===== config.mk =====
export PLATFORM = sky130hd
export DESIGN_NAME = miq_cell
export DESIGN_NICKNAME = d
export VERILOG_FILES = /design/src/hdl/miq_pkg.sv /design/src/hdl/miq_cell.sv
export SDC_FILE = /design/constraint.sdc
export NUM_CORES = 1
export LEC_CHECK = 0
export BUFFER_PORTS_ARGS = -buffer_cell sky130_fd_sc_hd__buf_2
export CAP_MARGIN = 20
export CORE_MARGIN = 8
export CORE_UTILIZATION = 46
export DETAILED_ROUTE_END_ITERATION = 8
export GPL_ROUTABILITY_DRIVEN = 0
export PLACE_DENSITY = 0.95
export SYNTH_ARGS = -nofsm -noshare
export SYNTH_HDL_FRONTEND = slang
export SYNTH_SLANG_ARGS = --single-unit

===== constraint.sdc =====
create_clock -name clk -period 7.6 [get_ports clk]
set_input_delay 1.52 -clock clk [delete_from_list [all_inputs] [get_ports clk]]
set_output_delay 1.52 -clock clk [all_outputs]
set_load 0.03 [all_outputs]

===== src/hdl/miq_pkg.sv =====
`timescale 1ns / 1ps

package miq_pkg;

    localparam int FUNC_BITS   = 2;
    localparam int ID_BITS     = 16;
    localparam int STATUS_BITS = 2;
    localparam int OCC_BITS    = 11;

    // operation codes
    localparam logic [FUNC_BITS-1:0] FUNC_PUSH_BACK = 2'd0;
    localparam logic [FUNC_BITS-1:0] FUNC_PUSH_MID  = 2'd1;
    localparam logic [FUNC_BITS-1:0] FUNC_POP       = 2'd2;

    // status codes
    localparam logic [STATUS_BITS-1:0] STATUS_DONE  = 2'd0;
    localparam logic [STATUS_BITS-1:0] STATUS_EMPTY = 2'd1;
    localparam logic [STATUS_BITS-1:0] STATUS_FULL  = 2'd2;

    typedef struct packed {
        logic [FUNC_BITS-1:0] func;
        logic [ID_BITS-1:0]   item_id;
    } req_t;

    typedef struct packed {
        logic [ID_BITS-1:0]     popped_id;
        logic [STATUS_BITS-1:0] status;
        logic [OCC_BITS-1:0]    occupancy;
    } rsp_t;

    // what every cell of the chain does in the update cycle
    typedef enum logic [1:0] {
        CELL_HOLD,
        CELL_APPEND,
        CELL_INSERT,
        CELL_SHIFT
    } cell_op_t;

endpackage


===== src/hdl/miq_cell.sv =====
`timescale 1ns / 1ps

module miq_cell #(
    parameter int INDEX     = 0,
    parameter int POS_BITS  = 11,
    parameter int ITEM_BITS = 16
) (
    input  logic                     clk,
    input  miq_pkg::cell_op_t        cell_op,
    input  logic [POS_BITS-1:0]      tail_pos,
    input  logic [POS_BITS-1:0]      mid_pos,
    input  logic [ITEM_BITS-1:0]     cell_item,
    input  logic [ITEM_BITS-1:0]     left_data,
    input  logic [ITEM_BITS-1:0]     right_data,
    output logic [ITEM_BITS-1:0]     data
);
    import miq_pkg::*;

    localparam logic [POS_BITS-1:0] MY_POS = POS_BITS'(INDEX);

    logic [ITEM_BITS-1:0] data_reg;
    logic [ITEM_BITS-1:0] data_next;

    always_comb
    begin
        data_next = data_reg;
        unique case (cell_op)
            CELL_HOLD:
            begin
                data_next = data_reg;
            end
            CELL_APPEND:
            begin
                if (MY_POS == tail_pos)
                begin
                    data_next = cell_item;
                end
            end
            CELL_INSERT:
            begin
                // cells past the middle make room by taking from the left
                if (MY_POS == mid_pos)
                begin
                    data_next = cell_item;
                end
                else if (MY_POS > mid_pos)
                begin
                    data_next = left_data;
                end
            end
            CELL_SHIFT:
            begin
                data_next = right_data;
            end
        endcase
    end

    always_ff @(posedge clk)
    begin
        data_reg <= data_next;
    end

    assign data = data_reg;

endmodule


# After elaboration in Yosys (flattened, before gate mapping)
# Index checks and enable logic that the tools add are counted.
# W data, S select, Z words.
# word_totals
latch_bits,0
mem_count,0
output_inout_bits,16
register_bits,16
romBits,0
input_bits,73
ram_bits,0
word_cells,16
# op_classes
eq_ne,5
shift,0
add_sub_neg,0
order_cmp,1
n_bitwise,1
n_reduce_logical,4
n_mux,4
n_mul,0
n_div,0
# op_table
cell,n
$mux W16,3
$pmux W16 S3,1
$logic_not A11 Y1,2
$gt A1 B11 Y1 const A,1
$eq A2 B2 Y1 const B,2
$ne A3 B3 Y1 const B,1
$reduce_and A3 Y1,1
$eq A2 B1 Y1 const B,1
$logic_not A2 Y1,1
$ne A2 B2 Y1 const B,1
$not A1 Y1,1

# Longest topological paths before layout
# depth
ltp_word,4
mapped_depth,5
ltp_nobuf,3

# Worst setup path before layout
# OpenSTA, ideal clock, no wires.
# synth_timing
path_kind,input -> register
start,in mid_pos[0]
end,"reg data_reg[0], in the netlist data[0] (enable)"
t_arrival_ps,3578
path_slack_ps,3611
n_path_buf,1
required_ps,7189
setup_ps,411
cell_stages,4
cell_sequence,nor4_2 > buf_2 > a31oi_1 > o21ai_0
# synth_via
elab_chain_len,3
elab_cells_between_ends,4
classes_between,order compare (1); eq/ne (1); reduce/logical (2)
# synth_lines
element,line,source
start: declaration,miq_cell.sv:11,"input logic [POS_BITS-1:0] mid_pos,"
$gt A1 B11 Y1 or $logic_not A11 Y1 (tied branches),"miq_cell.sv:46, miq_cell.sv:42",
$ne A3 B3 Y1 (no line) (*),--,
$reduce_and A3 Y1 (no line) (*),--,
end signal: assignment,miq_cell.sv:60,data_reg <= data_next;
end: declaration,miq_cell.sv:21,logic [ITEM_BITS-1:0] data_reg;
# Every way passes the cells marked *; elsewhere a longest branch is shown, timed or not.
# A chain may end at the register's enable or synchronous reset.

# Worst setup path after layout
# layout_timing
start,in cell_op[1]
end,"reg data_reg[6], in the netlist data[6] (enable)"
# layout_via
elab_chain_len,3
elab_cells_between_ends,7
classes_between,eq/ne (4); bitwise (1); reduce/logical (2)
# layout_lines
element,line,source
start: declaration,miq_cell.sv:9,"input miq_pkg::cell_op_t cell_op,"
$eq A2 B2 Y1 (tied with other cells),miq_cell.sv:27,unique case (cell_op)
$ne A3 B3 Y1 (no line) (tied with other cells),--,
$reduce_and A3 Y1 (no line) (*),--,
# Marks and branches as above.

==> flow_summary.json <==
{
  "outcome": "completed",
  "cts_root_buf": "clkbuf_4",
  "finish.utilization_pct": 61.7,
  "end_kind": "flop",
  "slew_headroom_pct": 51.2,
  "pwr-share-seq_pct": 47.9,
  "grt_pass1_vias": 1549,
  "synth_compound_area_share_pct": 28.4,
  "ir_worst_vdd_mv": 0.0453,
  "largest_register_ffs": 16,
  "setup_viol": 0,
  "firstDrtPassIters": 5,
  "syn_area_per_cell_um2": 9.73,
  "syn_to_final_growth_pct": 31.9,
  "syn-cell-area_um2": 1380,
  "worstHoldPathType": "primary input to flop",
  "die_x_um": 70.8,
  "cts_setup_buffers": 0,
  "clkTransAtPathRegs_ns": 0.08,
  "drt_iter0_markers": 216,
  "synth-seq-cells": 16,
  "initial_core_util_pct": 46.8,
  "power.leakage_nw": 0.663,
  "finalCritPeriodShare_pct": 40.5,
  "vias": 1566,
  "hold_violations": 0,
  "rows": 20,
  "critPathLaunchType": "primary input",
  "antenna_cells": 0,
  "path_class": "primary input to flop",
  "grt_pass1_wl_um": 7170,
  "synth_top_family_by_area": "simple AND/OR/NAND/NOR gates",
  "muxShareOfSynthArea_pct": 0,
  "portBuffers": 88,
  "h-tree-depth": 1,
  "worstMarginPinSlew_ns": 0.732,
  "final_cell_count_no_fill": 254,
  "rsz0062_at_grt": "false",
  "intPower_mw": 0.154,
  "yosys_most_used_dff": "edfxtp_1",
  "combPwrFrac_pct": 33.8,
  "final_nets": 296,
  "clock_sinks": 16,
  "dp.cells": 251,
  "maxSlewViolCount": 0,
  "die_y_um": 70.8,
  "setup_tns_ns": 0,
  "final_cell_mix": "buf_2, a211oi_1, nand2b_1",
  "ys_seq_area_share_pct": 34.8,
  "synth_nets": 215,
  "p_sw_share_pct": 31.2,
  "cp.arrival_ns": 3.06,
  "ys_types": 21,
  "cts_buffers": 3,
  "synthCells": 142,
  "cts_resized": 0,
  "power_switching_mw": 0.0697,
  "final.min_clock_period_ns": 3.08,
  "viasPerCell": 6.17,
  "clkPwrFrac_pct": 18.3,
  "cts.path.max_buffers": 2,
  "fillers": 275,
  "cts_tree": "done",
  "drive_gt1_share_pct": 48.9,
  "grtUsageTotal_pct": 17.3,
  "synth-xor-area-share_pct": 0,
  "antenna_found_initial": 0,
  "dp_hpwl_um": 3660,
  "async_flop_share_pct": 0,
  "p_per_area_nw_per_um2": 123,
  "synth_fa_ha_area_share_pct": 0,
  "worstPathRequired_ns": 7.58,
  "design.core.area_um2": 2950,
  "yosysWarnings": 0,
  "cts_hold_buf": 0,
  "grt_max_degree": 37,
  "final_common_cell": "buf_2",
  "drc_errors": 0,
  "num_io_pins": 89,
  "routed_wl_um": 4380,
  "antenna_left": 0,
  "synth-edff-count": 16,
  "dieArea_um2": 5010,
  "cap_viol_max_count": 0,
  "drt-wirelength-per-cell_um": 17.3,
  "clock.fmax_mhz": 325,
  "synth_simple_gate_area_share_pct": 29.8,
  "grt_overflow": 0,
  "cp_max_fo": 18
}
## through the flow
step	worst slack, ns	power (mW)	instance area, um^2	hold WS [ns]
after floorplan	3.61	0.151	1380	1.78
after global placement	4.02	0.182	1790	1.91
after detailed placement	4.29	0.184	1800	1.91
after CTS	4.59	0.224	1820	1.61
after global routing	4.40	0.235	1820	1.62
final	4.52	0.224	1820	1.62
## per-layer routing
metal | part of all wire, % | vias up | wire length [um] | GRT usage [%]
li1 | - | 758 | - | -
met1 | 39 | 700 | 1710 | 21.0
met2 | 50 | 98 | 2200 | 28.4
met3 | 8.8 | 10 | 386 | 3.11
met4 | 2.0 | 0 | 86 | 8.78
met5 | 0 | - | 0 | 0
## kinds of logic after synthesis
group	Yosys count
and+or+nand+nor	59
AOI/OAI and AO/OA	50
buffers and inverters	17
DFF	16
## worst max-delay path, cell delays in order
cell      delay (ns)
buf_2           0.24
clkinv_1        0.42
o21ai_1         0.58
buf_4           0.29
## cell usage after synthesis (2+ instances only)
master,n,share of area [%]
or4_1,2,1.1
clkbuf_1,5,1.4
a211oi_1,32,17
nand2b_1,17,7.7
buf_6,3,2.4
buf_2,3,1.1
nor4_2,12,11
edfxtp_1,16,35
clkbuf_2,3,1.1
nor4_1,8,3.6
o311ai_0,16,10
nand2_1,16,4.3
## worst paths after layout
check / from / end / cells past startpoint
worst max-delay path: cell_op[1] / data[6] / 4
worst min-delay path: cell_item[0] / data[0] / 3
## cell type report
class / instances / area (um^2) / area share, %
multi-input combinational: 109 / 803 / 44.1
sequential: 16 / 480 / 26.4
timing repair buffer: 92 / 470 / 25.8
clock buffer: 3 / 22.5 / 1.24
tap: 33 / 41.3 / 2.27
inverter: 1 / 3.75 / 0.206
## power groups by stage
| stage | combinational (mW) | sequential (mW) | clock [mW] |
|---|---|---|---|
| floorplan | 0.0270 | 0.124 | 0 |
| global placement | 0.0726 | 0.109 | 0 |
| detailed placement | 0.0748 | 0.109 | 0 |
| CTS | 0.0750 | 0.107 | 0.0420 |
| global route | 0.0821 | 0.108 | 0.0454 |
| finish | 0.0756 | 0.107 | 0.0409 |
No activity file was read; power rests on OpenSTA's default activity.
