===== config.mk =====
export PLATFORM = sky130hd
export DESIGN_NAME = miq_ctrl
export DESIGN_NICKNAME = d
export VERILOG_FILES = /design/src/hdl/miq_pkg.sv /design/src/hdl/miq_ctrl.sv
export SDC_FILE = /design/constraint.sdc
export NUM_CORES = 1
export LEC_CHECK = 0
export BUFFER_PORTS_ARGS = -buffer_cell sky130_fd_sc_hd__buf_2
export CAP_MARGIN = 20
export CORE_MARGIN = 2
export CORE_UTILIZATION = 28
export DETAILED_ROUTE_END_ITERATION = 8
export HOLD_SLACK_MARGIN = 0.12
export PLACE_DENSITY = 0.5
export SYNTH_ARGS = -nofsm -noshare
export SYNTH_HDL_FRONTEND = slang
export SYNTH_SLANG_ARGS = --single-unit

===== constraint.sdc =====
create_clock -name clk -period 7.47 [get_ports clk]
set_input_delay 1.494 -clock clk [delete_from_list [all_inputs] [get_ports clk]]
set_output_delay 1.494 -clock clk [all_outputs]
set_load 0.02 [all_outputs]

===== src/hdl/miq_pkg.sv =====
`timescale 1ns / 1ps

package miq_pkg;

    localparam int FUNC_BITS   = 2;
    localparam int ID_BITS     = 16;
    localparam int STATUS_BITS = 2;
    localparam int OCC_BITS    = 11;

    // operation codes
    localparam logic [FUNC_BITS-1:0] FUNC_PUSH_BACK = 2'd0;
    localparam logic [FUNC_BITS-1:0] FUNC_PUSH_MID  = 2'd1;
    localparam logic [FUNC_BITS-1:0] FUNC_POP       = 2'd2;

    // status codes
    localparam logic [STATUS_BITS-1:0] STATUS_DONE  = 2'd0;
    localparam logic [STATUS_BITS-1:0] STATUS_EMPTY = 2'd1;
    localparam logic [STATUS_BITS-1:0] STATUS_FULL  = 2'd2;

    typedef struct packed {
        logic [FUNC_BITS-1:0] func;
        logic [ID_BITS-1:0]   item_id;
    } req_t;

    typedef struct packed {
        logic [ID_BITS-1:0]     popped_id;
        logic [STATUS_BITS-1:0] status;
        logic [OCC_BITS-1:0]    occupancy;
    } rsp_t;

    // what every cell of the chain does in the update cycle
    typedef enum logic [1:0] {
        CELL_HOLD,
        CELL_APPEND,
        CELL_INSERT,
        CELL_SHIFT
    } cell_op_t;

endpackage


===== src/hdl/miq_ctrl.sv =====
`timescale 1ns / 1ps

module miq_ctrl #(
    parameter int DEPTH     = 1024,
    parameter int ITEM_BITS = 16,
    parameter int CNT_BITS  = 11
) (
    input  logic                   clk,
    input  logic                   rst_n,
    input  logic                   start,
    input  miq_pkg::req_t          req,
    input  logic [ITEM_BITS-1:0]   head_data,
    output logic                   busy,
    output logic                   done,
    output miq_pkg::rsp_t          rsp,
    output miq_pkg::cell_op_t      cell_op,
    output logic [CNT_BITS-1:0]    tail_pos,
    output logic [CNT_BITS-1:0]    mid_pos,
    output logic [ITEM_BITS-1:0]   cell_item
);
    import miq_pkg::*;

    logic                pending_reg;
    logic                pending_next;
    logic                done_reg;
    logic                done_next;
    logic [CNT_BITS-1:0] count_reg;
    logic [CNT_BITS-1:0] count_next;
    req_t                req_reg;
    rsp_t                rsp_reg;
    rsp_t                rsp_next;

    logic                accept;
    logic                full;
    logic                empty;
    logic [ID_BITS-1:0]  popped;
    logic [STATUS_BITS-1:0] status;

    assign accept     = start && !pending_reg;
    assign full       = (count_reg == CNT_BITS'(DEPTH));
    assign empty      = (count_reg == '0);

    assign pending_next = accept;
    assign done_next    = pending_reg;

    always_comb
    begin
        cell_op    = CELL_HOLD;
        status     = STATUS_DONE;
        popped     = '0;
        count_next = count_reg;
        if (pending_reg)
        begin
            case (req_reg.func) inside
                FUNC_PUSH_BACK, FUNC_PUSH_MID:
                begin
                    if (full)
                    begin
                        status = STATUS_FULL;
                    end
                    else
                    begin
                        cell_op    = (req_reg.func == FUNC_PUSH_BACK) ? CELL_APPEND
                                                                       : CELL_INSERT;
                        count_next = count_reg + 1'b1;
                    end
                end
                FUNC_POP:
                begin
                    if (empty)
                    begin
                        status = STATUS_EMPTY;
                    end
                    else
                    begin
                        cell_op    = CELL_SHIFT;
                        popped     = ID_BITS'(head_data);
                        count_next = count_reg - 1'b1;
                    end
                end
                default:
                begin
                    cell_op = CELL_HOLD;
                end
            endcase
        end
    end

    always_comb
    begin
        rsp_next.popped_id = popped;
        rsp_next.status    = status;
        rsp_next.occupancy = OCC_BITS'(count_next);
    end

    always_ff @(posedge clk or negedge rst_n)
    begin
        if (!rst_n)
        begin
            pending_reg <= 1'b0;
            done_reg    <= 1'b0;
            count_reg   <= '0;
        end
        else
        begin
            pending_reg <= pending_next;
            done_reg    <= done_next;
            count_reg   <= count_next;
        end
    end

    always_ff @(posedge clk)
    begin
        if (accept)
        begin
            req_reg <= req;
        end
        if (pending_reg)
        begin
            rsp_reg <= rsp_next;
        end
    end

    assign busy      = pending_reg;
    assign done      = done_reg;
    assign rsp       = rsp_reg;
    assign tail_pos  = count_reg;
    // middle position is ceil(count / 2)
    assign mid_pos   = (count_reg >> 1) + {{(CNT_BITS-1){1'b0}}, count_reg[0]};
    assign cell_item = ITEM_BITS'(req_reg.item_id);

endmodule


After elaboration in Yosys (flattened, before gate mapping)
Cells that the tools add are included.
{"block": "word_totals", "ff_bits": 60, "in_bits": 37, "output_inout_bits": 71}
{"block": "classes", "addsub": 3, "eq_ne": 3, "mux": 15, "bitwise": 1, "n_reduce_logical": 6}
{"operator": "2-to-1 mux 11 bit", "n": 5}
{"operator": "2-to-1 mux 2 bit", "n": 8}
{"operator": "adder 10 x 1 -> 11 bit", "n": 1}
{"operator": "adder 11 x 1 -> 11 bit (second input constant)", "n": 1}
{"operator": "== test 11 bit (second input constant)", "n": 1}
{"operator": "zero test 11 bit", "n": 1}
{"operator": "subtractor 11 x 1 -> 11 bit (second input constant)", "n": 1}
{"operator": "OR reduction 4 bit", "n": 1}
{"operator": "== test 2 x 1 -> 1 bit (second input constant)", "n": 1}
{"operator": "== test 2 bit (second input constant)", "n": 1}
{"operator": "zero test 2 bit", "n": 1}
{"operator": "2-to-1 mux 1 bit", "n": 2}
{"operator": "OR reduction 2 bit", "n": 1}
{"operator": "logical AND 1 bit", "n": 1}
{"operator": "zero test 1 bit", "n": 1}
{"operator": "NOT 1 bit", "n": 1}

Logic depth before layout (Yosys ltp)
{"block": "logic_depth", "word_depth": 5, "depth_mapped": 8, "ltp_nobuf": 7}

Worst setup path before layout
No wires, ideal clock.
{"block": "synth_path", "path_type": "reg-to-output", "start": "register pending_reg (netlist: busy)", "end": "output port cell_op[0]", "arrival_time_ps": 1921, "slack_ps": 4055, "stages_incl_launch_ff": 4, "n_path_buf": 2, "path_cell_list": "dfrtp_1 -> clkbuf_4 -> clkbuf_1 -> o21a_1"}
{"block": "synth_between", "elab_chain_len": 1}
{"item": "start: declaration", "line": "miq_ctrl.sv:23", "source": "logic pending_reg;"}
{"item": "start signal: assignment", "line": "miq_ctrl.sv:106", "source": "pending_reg <= pending_next;"}
{"item": "2-to-1 mux 2 bit", "line": "miq_ctrl.sv:52", "source": "if (pending_reg)"}
{"item": "end: declaration", "line": "miq_ctrl.sv:16", "source": "output miq_pkg::cell_op_t cell_op,"}
Every way passes these cells.

Worst setup path after layout
{"block": "layout_path", "start": "register count_reg[1] (netlist: tail_pos[1])", "end": "output port cell_op[1]"}
{"block": "layout_between", "elab_chain_len": 5, "word_cells_on_any_way": 7}
{"item": "start: declaration", "line": "miq_ctrl.sv:27", "source": "logic [CNT_BITS-1:0] count_reg;"}
{"item": "start signal: assignment", "line": "miq_ctrl.sv:108", "source": "count_reg <= count_next;"}
{"item": "zero test 11 bit", "line": "miq_ctrl.sv:41", "source": "assign empty = (count_reg == '0);"}
{"item": "2-to-1 mux 2 bit", "line": "miq_ctrl.sv:70", "source": "if (empty)"}
{"item": "2-to-1 mux 2 bit", "line": "miq_ctrl.sv:54", "source": "case (req_reg.func) inside"}
{"item": "2-to-1 mux 2 bit *", "line": "miq_ctrl.sv:54"}
{"item": "2-to-1 mux 2 bit *", "line": "miq_ctrl.sv:52"}
Every way passes the cells marked *; elsewhere a longest branch is shown, timed or not.

==> results.txt <==
----------------------------------------------------
[Outcome]
  Result of the run ... complete, no violations

[Worst hold path]
  Origin of the worst min-delay path ... tail_pos[0]
  Number of cells on the worst hold path ... 1
  Hold Path End ... tail_pos[0]
  Hold crit path type ... reg -> reg

[Worst setup path]
  Cell-by-cell listing of the critical path ... inv_1 > ha_1 > nor3b_4 > a21boi_2 > a21oi_1 > nor2_1 > buf_2
  CP max-delay cell ... a21boi_2
  Reg2reg end ... rsp[1]
  Total number of cells along the worst setup path ... 7
  Worst-path maximum fanout ... 21
  Class of the most critical setup path ... reg -> out
  Startpoint of the worst-slack reg-to-reg timing path ... tail_pos[1]
  Count of buffering cells on the critical path with inverters included ... 2
  FF-to-FF setup slack ... 5060 ps
  Family with the most delay on the worst path ... compound AO/OA/AOI/OAI gates
  Slowest stage delay, CP ... 610 ps
  Worst reg2reg path depth ... 6
  Critical Path Source Type ... register
  WP data required ... 5980 ps
  Endpoint arrival time on the critical path ... 2350 ps
  Kind of end point of the critical path ... output pin

[Placed design]
  Final weighted congestion in routability-driven placement ... 0.8920
  HPWL Detailed ... 4763 um
  I/O Buffers ... 107

[Route]
  DR WL/cell ... 15.16 um
  Detailed Route WL ... 6732 um
  Initial drt markers ... 99
  Detailed Routing Iterations Pass 1 ... 4
  Routed vias/inst ... 4.405
  DRC violations left ... 0
  Number of nets with antenna violations after detailed routing ... 0
  DR vias ... 1956

[STA]
  Period utilization ... 0.5151
  Actual transition at the worst max-transition pin ... 726.2 ps
  Count of final hold-check violations ... 0
  Fin Clk Skew ... 8.295 ps
  Period minus WS final ... 3848 ps
  Final Max Tran Viols ... 0
  Total negative slack ... 0 ps
  Max_slew headroom ... 0.5130
  Endpoints failing setup ... 0
  Unrepaired setup endpoints after global routing ... no
  Max Fclk ... 259.9 MHz

[Synthesis]
  Number of instances in the synthesized netlist ... 214
  Fraction of the yosys area taken by sequential cells ... 0.6238
  FF+latch count, synth ... 60
  Ys async rst share ... 0.2167
  Syn Std Cell Area ... 2784 um^2
  Portion of synthesized cell area occupied by the leading cell type ... 0.5070
  Mean area per synthesized cell ... 13.01 um^2
  YS warnings ... 0
  Primary flip-flop cell chosen by synthesis mapping ... edfxtp_1
  Net Count, Synth ... 254
  Cells taking the most area after synthesis ... edfxtp_1 (51%), dfrtp_1 (12%), buf_4 (5.1%)
  Yosys top cell by area ... edfxtp_1
  Count of flip-flops with a built-in enable after synthesis ... 47
  Number of distinct library cells after synthesis ... 48

[Clocking]
  Clock tree from TritonCTS ... yes
  Buffer type at the clock tree root ... clkbuf_8
  Clk_lat worst skew ... 330 ps
  Sinks on the clock net ... 60
  CTS Hold Buffers Added ... 0
  Post-CTS Setup Inserts ... 0
  CTS buffer count ... 9
  H-tree levels ... 3
  Resized cells post-CTS ... 0
  CTS clk-pin slew, worst paths ... 70 ps
  Maximum buffer depth of the clock tree ... 2

[Floorplanning]
  Starting utilization of the core area ... 0.2861
  Row count ... 36
  Placeable core area ... 9729 um^2
  Die height ... 103.7 um
  Chip Width ... 103.7 um
  Area enclosed by the die boundary ... 10760 um^2
  I/O pins ... 108

[Final layout]
  Net total in the final layout ... 346
  Area delta synth->final ... 24.67%
  Most frequent standard cell in the layout excluding fill and tap cells ... buf_2
  Core utilization of the finished layout ... 0.3567
  Most used cells in the layout excluding fill and tap cells ... buf_2 (107), edfxtp_1 (47), and2_1 (16), nor2_1 (15), dfrtp_1 (12)
  Max reg flops ... 29
  Fraction of layout cells with a size suffix above 1 ... 0.4277
  Fillers ... 998
  Antenna cell count ... 0

[Global routing]
  Total overflow reported by the global router ... 0
  Initial antenna violation count ... 0
  First-pass GRT wire length ... 10760 um
  Largest net degree at the start of global routing ... 28
  Number of global-route vias before repair ... 1955
  Overall fraction of global-route tracks in use ... 0.1314

[Power]
  Pwr/cell area ... 315.5 nW/um^2
  Leak Pwr ... 1.465 nW
  Worst ir drop on vdd ... 0.1915 mV
  PnR Total Power ... 1.095 mW

[Job]
  Max Cap Violations ... 0

----------------------------------------------------
-- final cells by class --
class	count	area [um^2]	share of cell area
Clock inverter	7	67.56	0.01947
Inverter	4	15.01	0.004326
Multi-Input combinational cell	122	809.5	0.2332
Clock buffer	9	123.9	0.03569
Sequential cell	60	1738	0.5007
Tap cell	133	166.4	0.04795
Timing Repair Buffer	109	550.5	0.1586
-- power by group --
group | internal (mW) | leakage (nW) | switching [mW] | total, mW
logic | 0.117 | 0.756 | 0.210 | 0.327
clock network | 0.152 | 0.0926 | 0.131 | 0.283
registers | 0.413 | 0.616 | 0.0715 | 0.485
total | 0.682 | 1.46 | 0.413 | 1.10
-- layer usage --
metal / track usage / share of wire / routed length, um / vias to the layer above
met3: 0.04783 / 0.082 / 552 / 5
met5: 0 / 0 / 0 / -
met1: 0.1710 / 0.45 / 3063 / 906
met2: 0.1987 / 0.45 / 3052 / 102
met4: 0.05309 / 0.0095 / 64 / 0
li1: - / - / - / 943
-- how the worst max path moves through the flow --
stage	startpoint	to	slack (ps)
2_1_floorplan	busy	cell_op[0]	4050
4_1_cts	tail_pos[1]	cell_op[1]	3540
6_report	tail_pos[1]	cell_op[1]	3620
5_1_grt	tail_pos[1]	cell_op[1]	3270
3_3_place_gp	tail_pos[0]	cell_op[0]	4030
3_5_place_dp	tail_pos[1]	cell_op[1]	3940
-- synth_stat cells, drive strengths merged, types with 2 or more instances --
cell      n
nor3      6
nor4      4
ha        3
clkbuf    3
and2     17
nor3b     3
o21a      2
nor2b     2
dfrtp    13
a21oi     6
o2111ai   2
nand3     9
a31oi     2
buf      25
o21ai     9
nand4     3
inv       4
nand2     8
xor2      7
edfxtp   47
nor2     15
and3      2
xnor2     5
-- per-stage QoR --
stage	hold WS, ps	instance area, um^2	std cells	setup slack [ps]
floorplan	692.7	2784	214	4055
global placement	600.3	3279	428	4031
detailed placement	605.4	3279	428	3943
CTS	637.0	3471	444	3542
global route	695.9	3471	444	3267
finish	642.3	3471	444	3622
-- logic make-up after synthesis --
logic type,after synthesis,share of synthesized area
AOI/OAI and AO/OA,31,0.07821
DFF,60,0.6238
adders and majority gates,3,0.01348
buffers and inverters,32,0.08539
muxes,1,0.004045
xor gates and xnor gates,12,0.03775
and+or+nand+nor,75,0.1573
Note: power is estimated with default switching activity, not from simulation.
